File: src/hw/rtl/nec_ir_pkg.sv
package nec_ir_pkg;

  localparam int unsigned DUR_W       = 15;
  localparam int unsigned CFG_IDX_W   = 3;
  localparam int unsigned PULSE_IDX_W = 6;
  localparam int unsigned BYTE_W      = 8;

  // Pulse index of the stop mark for each frame kind.
  localparam logic [PULSE_IDX_W-1:0] FULL_STOP_IDX   = PULSE_IDX_W'(33);
  localparam logic [PULSE_IDX_W-1:0] REPEAT_STOP_IDX = PULSE_IDX_W'(1);

  typedef logic [DUR_W-1:0] dur_t;

  typedef enum logic [CFG_IDX_W-1:0] {
    REG_HEADER_MARK  = 3'd0,
    REG_HEADER_SPACE = 3'd1,
    REG_REPEAT_SPACE = 3'd2,
    REG_BIT_MARK     = 3'd3,
    REG_ZERO_SPACE   = 3'd4,
    REG_ONE_SPACE    = 3'd5
  } cfg_reg_e;

  localparam dur_t RST_HEADER_MARK  = dur_t'(16'h2328);
  localparam dur_t RST_HEADER_SPACE = dur_t'(16'h0fa0);
  localparam dur_t RST_REPEAT_SPACE = dur_t'(16'h08ca);
  localparam dur_t RST_BIT_MARK     = dur_t'(16'h0233);
  localparam dur_t RST_ZERO_SPACE   = dur_t'(16'h0233);
  localparam dur_t RST_ONE_SPACE    = dur_t'(16'h0698);

  typedef struct packed {
    dur_t header_mark;
    dur_t header_space;
    dur_t repeat_space;
    dur_t bit_mark;
    dur_t zero_space;
    dur_t one_space;
  } timing_t;

  typedef struct packed {
    dur_t mark;
    dur_t space;
    logic has_space;
    logic last;
  } pulse_t;

  // Handshake between pulse sequencer and output stage.
  typedef struct packed {
    logic   valid;
    pulse_t pulse;
  } pulse_req_t;

endpackage

File: src/hw/rtl/nec_ir_cfg_regs.sv
module nec_ir_cfg_regs (
  input  logic                             clk,
  input  logic                             rst_n,
  input  logic                             cfg_wr_en,
  input  logic [nec_ir_pkg::CFG_IDX_W-1:0] cfg_index,
  input  logic [nec_ir_pkg::DUR_W-1:0]     cfg_wdata,
  output nec_ir_pkg::timing_t              timing
);
  import nec_ir_pkg::*;

  timing_t timing_r;
  timing_t timing_nxt;

  always_comb begin
    timing_nxt = timing_r;
    if (cfg_wr_en) begin
      unique case (cfg_reg_e'(cfg_index))
        REG_HEADER_MARK:  timing_nxt.header_mark  = cfg_wdata;
        REG_HEADER_SPACE: timing_nxt.header_space = cfg_wdata;
        REG_REPEAT_SPACE: timing_nxt.repeat_space = cfg_wdata;
        REG_BIT_MARK:     timing_nxt.bit_mark     = cfg_wdata;
        REG_ZERO_SPACE:   timing_nxt.zero_space   = cfg_wdata;
        REG_ONE_SPACE:    timing_nxt.one_space    = cfg_wdata;
        default:          timing_nxt = timing_r;  // unused index, write dropped
      endcase
    end
  end

  always_ff @(posedge clk) begin
    if (!rst_n) begin
      timing_r.header_mark  <= RST_HEADER_MARK;
      timing_r.header_space <= RST_HEADER_SPACE;
      timing_r.repeat_space <= RST_REPEAT_SPACE;
      timing_r.bit_mark     <= RST_BIT_MARK;
      timing_r.zero_space   <= RST_ZERO_SPACE;
      timing_r.one_space    <= RST_ONE_SPACE;
    end else begin
      timing_r <= timing_nxt;
    end
  end

  assign timing = timing_r;

endmodule

File: src/hw/rtl/nec_ir_seq.sv
module nec_ir_seq (
  input  logic                          clk,
  input  logic                          rst_n,
  input  logic                          in_valid,
  output logic                          in_ready,
  input  logic [nec_ir_pkg::BYTE_W-1:0] in_device_address,
  input  logic [nec_ir_pkg::BYTE_W-1:0] in_key_code,
  input  logic                          in_repeat_frame,
  input  nec_ir_pkg::timing_t           timing,
  output nec_ir_pkg::pulse_req_t        req,
  input  logic                          req_ready
);
  import nec_ir_pkg::*;

  logic                   busy_r, busy_nxt;
  logic [PULSE_IDX_W-1:0] idx_r, idx_nxt;
  logic [BYTE_W-1:0]      addr_r, key_r;
  logic                   rep_r;

  logic [4*BYTE_W-1:0]    data_word;
  logic [PULSE_IDX_W-1:0] bit_pos;
  logic                   is_header, is_stop, data_bit;
  logic                   advance, in_xfer;
  pulse_t                 pulse;

  // Frame bits in transmit order, LSB first.
  assign data_word = {~key_r, key_r, ~addr_r, addr_r};
  assign bit_pos   = idx_r - PULSE_IDX_W'(1);
  assign data_bit  = data_word[bit_pos[4:0]];
  assign is_header = (idx_r == '0);
  assign is_stop   = rep_r ? (idx_r == REPEAT_STOP_IDX) : (idx_r == FULL_STOP_IDX);

  always_comb begin
    pulse.last      = is_stop;
    pulse.has_space = !is_stop;
    if (is_header) begin
      pulse.mark  = timing.header_mark;
      pulse.space = rep_r ? timing.repeat_space : timing.header_space;
    end else if (is_stop) begin
      pulse.mark  = timing.bit_mark;
      pulse.space = '0;
    end else begin
      pulse.mark  = timing.bit_mark;
      pulse.space = data_bit ? timing.one_space : timing.zero_space;
    end
  end

  assign req.valid = busy_r;
  assign req.pulse = pulse;

  assign advance  = busy_r && req_ready;
  // Next frame loads while the stop mark moves out.
  assign in_ready = !busy_r || (advance && is_stop);
  assign in_xfer  = in_valid && in_ready;

  always_comb begin
    busy_nxt = busy_r;
    idx_nxt  = idx_r;
    if (in_xfer) begin
      busy_nxt = 1'b1;
      idx_nxt  = '0;
    end else if (advance) begin
      busy_nxt = !is_stop;
      idx_nxt  = idx_r + PULSE_IDX_W'(1);
    end
  end

  always_ff @(posedge clk) begin
    if (!rst_n) begin
      busy_r <= 1'b0;
      idx_r  <= '0;
    end else begin
      busy_r <= busy_nxt;
      idx_r  <= idx_nxt;
    end
  end

  always_ff @(posedge clk) begin
    if (in_xfer) begin
      addr_r <= in_device_address;
      key_r  <= in_key_code;
      rep_r  <= in_repeat_frame;
    end
  end

endmodule

File: src/hw/rtl/nec_ir_out_stage.sv
module nec_ir_out_stage (
  input  logic                         clk,
  input  logic                         rst_n,
  input  nec_ir_pkg::pulse_req_t       req,
  output logic                         req_ready,
  output logic                         out_valid,
  input  logic                         out_ready,
  output logic [nec_ir_pkg::DUR_W-1:0] out_mark_us,
  output logic [nec_ir_pkg::DUR_W-1:0] out_space_us,
  output logic                         out_has_space,
  output logic                         out_last_pulse
);
  import nec_ir_pkg::*;

  logic   valid_r, valid_nxt;
  pulse_t pulse_r;

  assign req_ready = !valid_r || out_ready;

  always_comb begin
    valid_nxt = valid_r;
    if (req_ready) begin
      valid_nxt = req.valid;
    end
  end

  always_ff @(posedge clk) begin
    if (!rst_n) begin
      valid_r <= 1'b0;
    end else begin
      valid_r <= valid_nxt;
    end
  end

  always_ff @(posedge clk) begin
    if (req_ready && req.valid) begin
      pulse_r <= req.pulse;
    end
  end

  assign out_valid      = valid_r;
  assign out_mark_us    = pulse_r.mark;
  assign out_space_us   = pulse_r.space;
  assign out_has_space  = pulse_r.has_space;
  assign out_last_pulse = pulse_r.last;

endmodule

File: src/hw/rtl/nec_ir_frame_encoder_unit.sv
// NEC infrared frame encoder. Each input transfer (address, key code, repeat
// flag) becomes a train of mark/space pulses in microseconds, one pulse per
// output transfer: a full frame gives 34 pulses (header, 32 data bits LSB
// first as address, ~address, key, ~key, then the stop mark), a repeat frame
// gives 2 (header with the repeat space, stop mark). The pulse sequencer
// issues one pulse per cycle into a single output register while the output
// is not stalled; the next input is taken in the cycle its predecessor's
// stop mark enters the output register, so frames stream without gaps. The
// six timing registers reset to 9000/4000/2250/563/563/1688 us and are
// written through cfg_wr_en/cfg_index/cfg_wdata; the user must write them
// only while the block is idle, which the block itself does not enforce;
// writes to indexes 6 and 7 are ignored.
module nec_ir_frame_encoder_unit (
  input  logic                             clk,
  input  logic                             rst_n,
  input  logic                             in_valid,
  output logic                             in_ready,
  input  logic [nec_ir_pkg::BYTE_W-1:0]    in_device_address,
  input  logic [nec_ir_pkg::BYTE_W-1:0]    in_key_code,
  input  logic                             in_repeat_frame,
  output logic                             out_valid,
  input  logic                             out_ready,
  output logic [nec_ir_pkg::DUR_W-1:0]     out_mark_us,
  output logic [nec_ir_pkg::DUR_W-1:0]     out_space_us,
  output logic                             out_has_space,
  output logic                             out_last_pulse,
  input  logic                             cfg_wr_en,
  input  logic [nec_ir_pkg::CFG_IDX_W-1:0] cfg_index,
  input  logic [nec_ir_pkg::DUR_W-1:0]     cfg_wdata
);
  import nec_ir_pkg::*;

  timing_t    timing;
  pulse_req_t req;
  logic       req_ready;

  nec_ir_cfg_regs u_cfg (
    .clk       (clk),
    .rst_n     (rst_n),
    .cfg_wr_en (cfg_wr_en),
    .cfg_index (cfg_index),
    .cfg_wdata (cfg_wdata),
    .timing    (timing)
  );

  nec_ir_seq u_seq (
    .clk               (clk),
    .rst_n             (rst_n),
    .in_valid          (in_valid),
    .in_ready          (in_ready),
    .in_device_address (in_device_address),
    .in_key_code       (in_key_code),
    .in_repeat_frame   (in_repeat_frame),
    .timing            (timing),
    .req               (req),
    .req_ready         (req_ready)
  );

  nec_ir_out_stage u_out (
    .clk            (clk),
    .rst_n          (rst_n),
    .req            (req),
    .req_ready      (req_ready),
    .out_valid      (out_valid),
    .out_ready      (out_ready),
    .out_mark_us    (out_mark_us),
    .out_space_us   (out_space_us),
    .out_has_space  (out_has_space),
    .out_last_pulse (out_last_pulse)
  );

endmodule

File: config.mk
export PLATFORM = sky130hd
export DESIGN_NAME = nec_ir_frame_encoder_unit
export DESIGN_NICKNAME = d
export VERILOG_FILES = /design/src/hw/rtl/nec_ir_pkg.sv /design/src/hw/rtl/nec_ir_cfg_regs.sv /design/src/hw/rtl/nec_ir_seq.sv /design/src/hw/rtl/nec_ir_out_stage.sv /design/src/hw/rtl/nec_ir_frame_encoder_unit.sv
export SDC_FILE = /design/constraint.sdc
export NUM_CORES = 1
export LEC_CHECK = 0
export BUFFER_PORTS_ARGS = -buffer_cell sky130_fd_sc_hd__buf_2
export CORE_UTILIZATION = 49
export DETAILED_ROUTE_END_ITERATION = 10
export GPL_TIMING_DRIVEN = 1
export PLACE_DENSITY = 0.69
export SLEW_MARGIN = 20
export SYNTH_ARGS = -nofsm -noshare
export SYNTH_HDL_FRONTEND = slang
export SYNTH_SLANG_ARGS = --single-unit
File: constraint.sdc
create_clock -name clk -period 8.57 [get_ports clk]
set_input_delay 1.2855 -clock clk [delete_from_list [all_inputs] [get_ports clk]]
set_output_delay 1.2855 -clock clk [all_outputs]
set_load 0.005 [all_outputs]
# Yosys cells after proc, flatten, opt, wreduce, memory -nomap -nowiden
# Index checks and enable logic that the tools add are counted.
# op_classes
n_addsub	2
magnitude_cmp	1
eq_ne	7
mux	9
bitwise	3
n_reduce_logical	18
# op_table
op	count
15-bit 2-to-1 mux	3
30-bit 2-to-1 mux	1
8-bit inverter	2
2-bit AND reduction	6
6-bit by 1-bit adder with 6-bit output (second input constant)	1
3-bit by 2-bit equality test with 1-bit output (second input constant)	2
3-bit equality test (second input constant)	2
6-bit by 1-bit equality test with 1-bit output (second input constant)	1
6-bit equality test (second input constant)	1
6-bit zero test	1
5-bit by 6-bit less-than comparator with 1-bit output (second input constant)	1
1-bit binary-select mux with 5-bit select	1
5-bit by 1-bit subtractor with 5-bit output (second input constant)	1
1-bit 2-to-1 mux	4
3-bit by 1-bit equality test with 1-bit output (second input constant)	1
1-bit logical AND	3
1-bit zero test	3
3-bit zero test	1
1-bit logical OR	2
2-bit nonzero test	1
2-bit OR reduction	1
1-bit inverter	1
# totals
regBits	147
in_bits	40
out_inout_bits	34
word_cells	56

# Depth between registers and ports, before layout
# logic_depth
depth_word	7
mapped_depth	10
mapped_depth_nobuf	8

# Cells and area by module
# A second synthesis with hierarchy kept.
# unflattened
cells_unflattened	512
hier_area_um2	6190.9
# by_module_without_submodules
mod	instances	cells_each	area_each_um2	seq_area_each_um2
nec_ir_cfg_regs	1	329	3444.6	1801.7
nec_ir_seq	1	146	1727.9	650.6
nec_ir_out_stage	1	37	1018.5	980.9

# Worst setup path before layout
# OpenSTA, ideal clock, no wires.
# synth_path
path_type	input to register
start	in out_ready
end	reg u_seq.idx_r[5]
setup_time_ps	120
arrival_time_ps	3086
t_required_ps	8450
path_slack_ps	5364
cell_stages	7
path_buffers	1
cell_sequence	nor2b_1 nor2b_1 clkbuf_1 nand4_1 nor2_1 xnor2_1 nor2_1
# synth_between
elab_chain_cells	6
# synth_lines
element	line_no	rtl
start: declaration	nec_ir_frame_encoder_unit.sv:22	input logic out_ready,
1-bit logical OR (*)	nec_ir_out_stage.sv:18	assign req_ready = !valid_r || out_ready;
1-bit logical AND (*)	nec_ir_seq.sv:51	assign advance = busy_r && req_ready;
named net u_seq.advance	nec_ir_seq.sv:23	logic advance, in_xfer;
1-bit logical AND	nec_ir_seq.sv:53	assign in_ready = !busy_r || (advance && is_stop);
1-bit logical OR	nec_ir_seq.sv:53	
1-bit logical AND	nec_ir_seq.sv:54	assign in_xfer = in_valid && in_ready;
2-bit OR reduction (no source line)	--	
end signal: assignment	nec_ir_seq.sv:74	idx_r <= idx_nxt;
end: declaration	nec_ir_seq.sv:16	logic [PULSE_IDX_W-1:0] idx_r, idx_nxt;
# Mark *: on every way through the listed nets, which the timed path passes. The rest lies on a longest branch.
# A chain may end at the register's enable or synchronous reset.

# Worst setup path after layout
# layout_path
start	reg u_seq.rep_r
end	out in_ready
# layout_between
elab_chain_cells	3
# layout_lines
element	line_no	rtl
start: declaration	nec_ir_seq.sv:18	logic rep_r;
start signal: assignment	nec_ir_seq.sv:82	rep_r <= in_repeat_frame;
1-bit 2-to-1 mux	nec_ir_seq.sv:31	assign is_stop = rep_r ? (idx_r == REPEAT_STOP_IDX) : (idx_r == FULL_STOP_IDX);
1-bit logical AND	nec_ir_seq.sv:53	
1-bit logical OR	nec_ir_seq.sv:53	
end: declaration	nec_ir_frame_encoder_unit.sv:17	output logic in_ready,
# No other way between the ends.

==> results_dict.tcl <==
set metrics [dict create \
    drv_cap 0 \
    clkSinkCount 147 \
    hp-start "u_cfg.timing[85]" \
    critPathSlowestCell "edfxtp_1" \
    cts_made_buffers 17 \
    reg2reg_depth 7 \
    fin_area_um2 6980 \
    crit_arrival_ps 2190 \
    synth_ff_type "dfxtp_1" \
    placed_area_um2 6410 \
    dp_hpwl_um 8420 \
    async_flop_share_pct 0 \
    start_util_pct 51.3 \
    r2r-start "u_seq.idx_r[0]" \
    die_area_um2 12600 \
    grt_overflow_total 0 \
    synth_top_area_cell "dfxtp_1" \
    cts_setup_buffers 0 \
    clock_latency_ps 420 \
    final_antenna_net_count 0 \
    area_growth_pct 17.2 \
    io_pins 74 \
    finalClockSkew_ps 7.89 \
    seq_area_frac_synth_pct 57.6 \
    die_w_um 112 \
    fin_nets 688 \
    track_usage_pct 22.7 \
    core-area_um2 11600 \
    finalHoldViolations 0 \
    worstSetupPathType "register to primary output" \
    placementRows 39 \
    grt_pass1_wl_um 21900 \
    violations "DRC" \
    n_antenna_cell 0 \
    min_to "u_cfg.timing[85]" \
    layout-drive-gt1-share_pct 19.6 \
    die_h_um 112 \
    r2r_end "u_out.out_space_us[4]" \
    multi_input_area_um2 2370 \
    rsz0062_at_grt "false" \
    p_per_area_nw_per_um2 230 \
    synth_most_common_cell "nand2_1" \
    start_kind "register" \
    rrSetupSlack_ps 5310 \
    place.gp.congestion 0.788 \
    yosysUniqueCellTypes 31 \
    tightest_slew_ps 992 \
    dr.pass1.iters 8 \
    power_leakage_uw 0.00274 \
    grt_max_degree 94 \
    finalSetupViolCount 0 \
    drt-wirelength-per-cell_um 16.9 \
    ctsHoldBuffers 0 \
    clockBufferDepth 2 \
    ys_warn_count 0 \
    antenna_found_initial 0 \
    crit_required_ps 7280 \
    holdCritPathClass "register to register" \
    grt_pass1_vias 4294 \
    path_cells "xor2_1 > nand3_1 > o21ai_0 > buf_2" \
    netlist_top_cells_count "187 x nand2_1, 98 x dfxtp_1, 56 x a21boi_0" \
    synth_area_um2 5960 \
    drtIter0Drc 247 \
    status "finished with violations" \
    drv_slew 0 \
    drc_errors 3 \
    vdd_drop_max_uv 106 \
    worst_hold_path.num_cells 2 \
    maxSlewHeadroom_pct 33.9 \
    routed_via_density 5.45 \
    netlist_top_cells_area "dfxtp_1 33%, edfxtp_1 25%, nand2_1 12%" \
    routed_wl_um 13600 \
    end_kind "primary output" \
    syn_nets 622 \
    io_buffer_count 73 \
    syn_avg_cell_area_um2 10.3 \
    ctsHtreeMaxLevel 4 \
    clock.fmax_mhz 288 \
    tns_ps 0 \
    min_period_ps 3470 \
    synth_edf_count 49 \
    cts-root-buf "clkbuf_16" \
    post-place-cells 768 \
    syn_inst 578 \
    ctsResizeCount 0 \
    critPathMaxStageDelay_ps 1000 \
    path_max_fanout 16 \
    cts_tree "yes" \
    min_period_over_period_pct 40.5 \
    ys_ff_latch 147 \
    num_vias 4357 \
    cts.clk_slew.worst_paths_ps 60 \
    nFillCells 944 \
    stdcell_count 800 \
    regArea_um2 3430 \
    yosysTopAreaCellShare_pct 32.9 \
]
-- sequential cells by signal, summed over array words and instances (netlist names) --
signal                flops
u_seq.rep_r               1
u_out.out_has_space       1
u_out.out_last_pulse      1
u_out.out_mark_us        15
u_out.out_space_us       15
u_seq.busy_r              1
u_cfg.timing             90
u_out.out_valid           1
u_seq.addr_r              8
u_seq.key_r               8
u_seq.idx_r               6
-- layer usage --
layer	part of all wire [%]	up-vias	wire length, um	global-route usage (%)
li1	-	2106	-	-
met1	44	2077	5940	28.8
met2	48	152	6470	37.1
met3	6.3	22	847	5.56
met4	2.1	0	291	9.96
met5	0	-	0	0
-- through the flow --
stage               total power, uW  hold WS [ps]  setup slack [ps]  util, %
floorplan                       878           433              5360        -
global placement                921           437              5340     55.2
detailed placement              926           447              5290     55.2
CTS                            1620           455              5060     60.1
global route                   1660           484              4860     60.1
finish                         1610           453              5100     60.1
-- worst max path at each step --
stage / start / to / slack, ps
2_1_floorplan: out_ready / u_seq.idx_r[5] / 5360
3_3_place_gp: out_ready / in_ready / 5340
3_5_place_dp: out_ready / in_ready / 5290
4_1_cts: u_seq.rep_r / in_ready / 5060
5_1_grt: u_seq.rep_r / in_ready / 4860
6_report: u_seq.rep_r / in_ready / 5100
-- final cells by class --
cell class	count	share of cell area, %
timing repair buffer	80	5.99
clock inverter	9	1.17
sequential	147	49.2
multi-input combinational	394	34.0
clock buffer	23	6.87
inverter	4	0.215
tap	143	2.56
-- cells by family (layout without fill, tap and decap cells) --
logic type,Yosys count,in the layout,synth area share [%]
and+or+nand+nor,252,252,17.3
AOI/OAI and AO/OA,77,77,9.35
adders and majority gates,4,4,0.840
DFF,147,147,57.6
xor gates and xnor gates,10,10,1.91
buffers and inverters,37,116,2.73
muxes,51,51,10.2
-- power by group --
part           leakage (uW)  switching [uW]  internal (uW)
clock network      0.000268             275            422
logic               0.00122            81.6           63.1
registers           0.00125            14.1            753
total               0.00274             370           1240
-- cells in the final DEF, fill, tap and decap left out, types with 3 or more instances in the layout --
| master | n |
|---|---|
| nand3_1 | 35 |
| mux2i_1 | 31 |
| xor2_1 | 6 |
| clkbuf_1 | 4 |
| o22ai_1 | 15 |
| buf_2 | 73 |
| clkinv_2 | 4 |
| ha_1 | 4 |
| buf_4 | 7 |
| inv_1 | 4 |
| nand2b_1 | 4 |
| mux2_2 | 15 |
| a21boi_1 | 4 |
| nor2_1 | 10 |
| mux4_1 | 4 |
| nor2b_1 | 4 |
| nor3_1 | 4 |
| nand2_1 | 187 |
| clkinvlp_4 | 3 |
| edfxtp_1 | 49 |
| a21boi_0 | 56 |
| dfxtp_1 | 98 |
| clkbuf_16 | 18 |
-- worst max-delay path, delay by kind of cell, from the launching register on --
| family | cells | cell delay [ps] |
|---|---|---|
| AOI/OAI and AO/OA | 1 | 260 |
| xor gates and xnor gates | 1 | 200 |
| buffers and inverters | 1 | 160 |
| DFF | 1 | 1000 |
| and+or+nand+nor | 1 | 150 |
(Power assumes the default switching activity.)
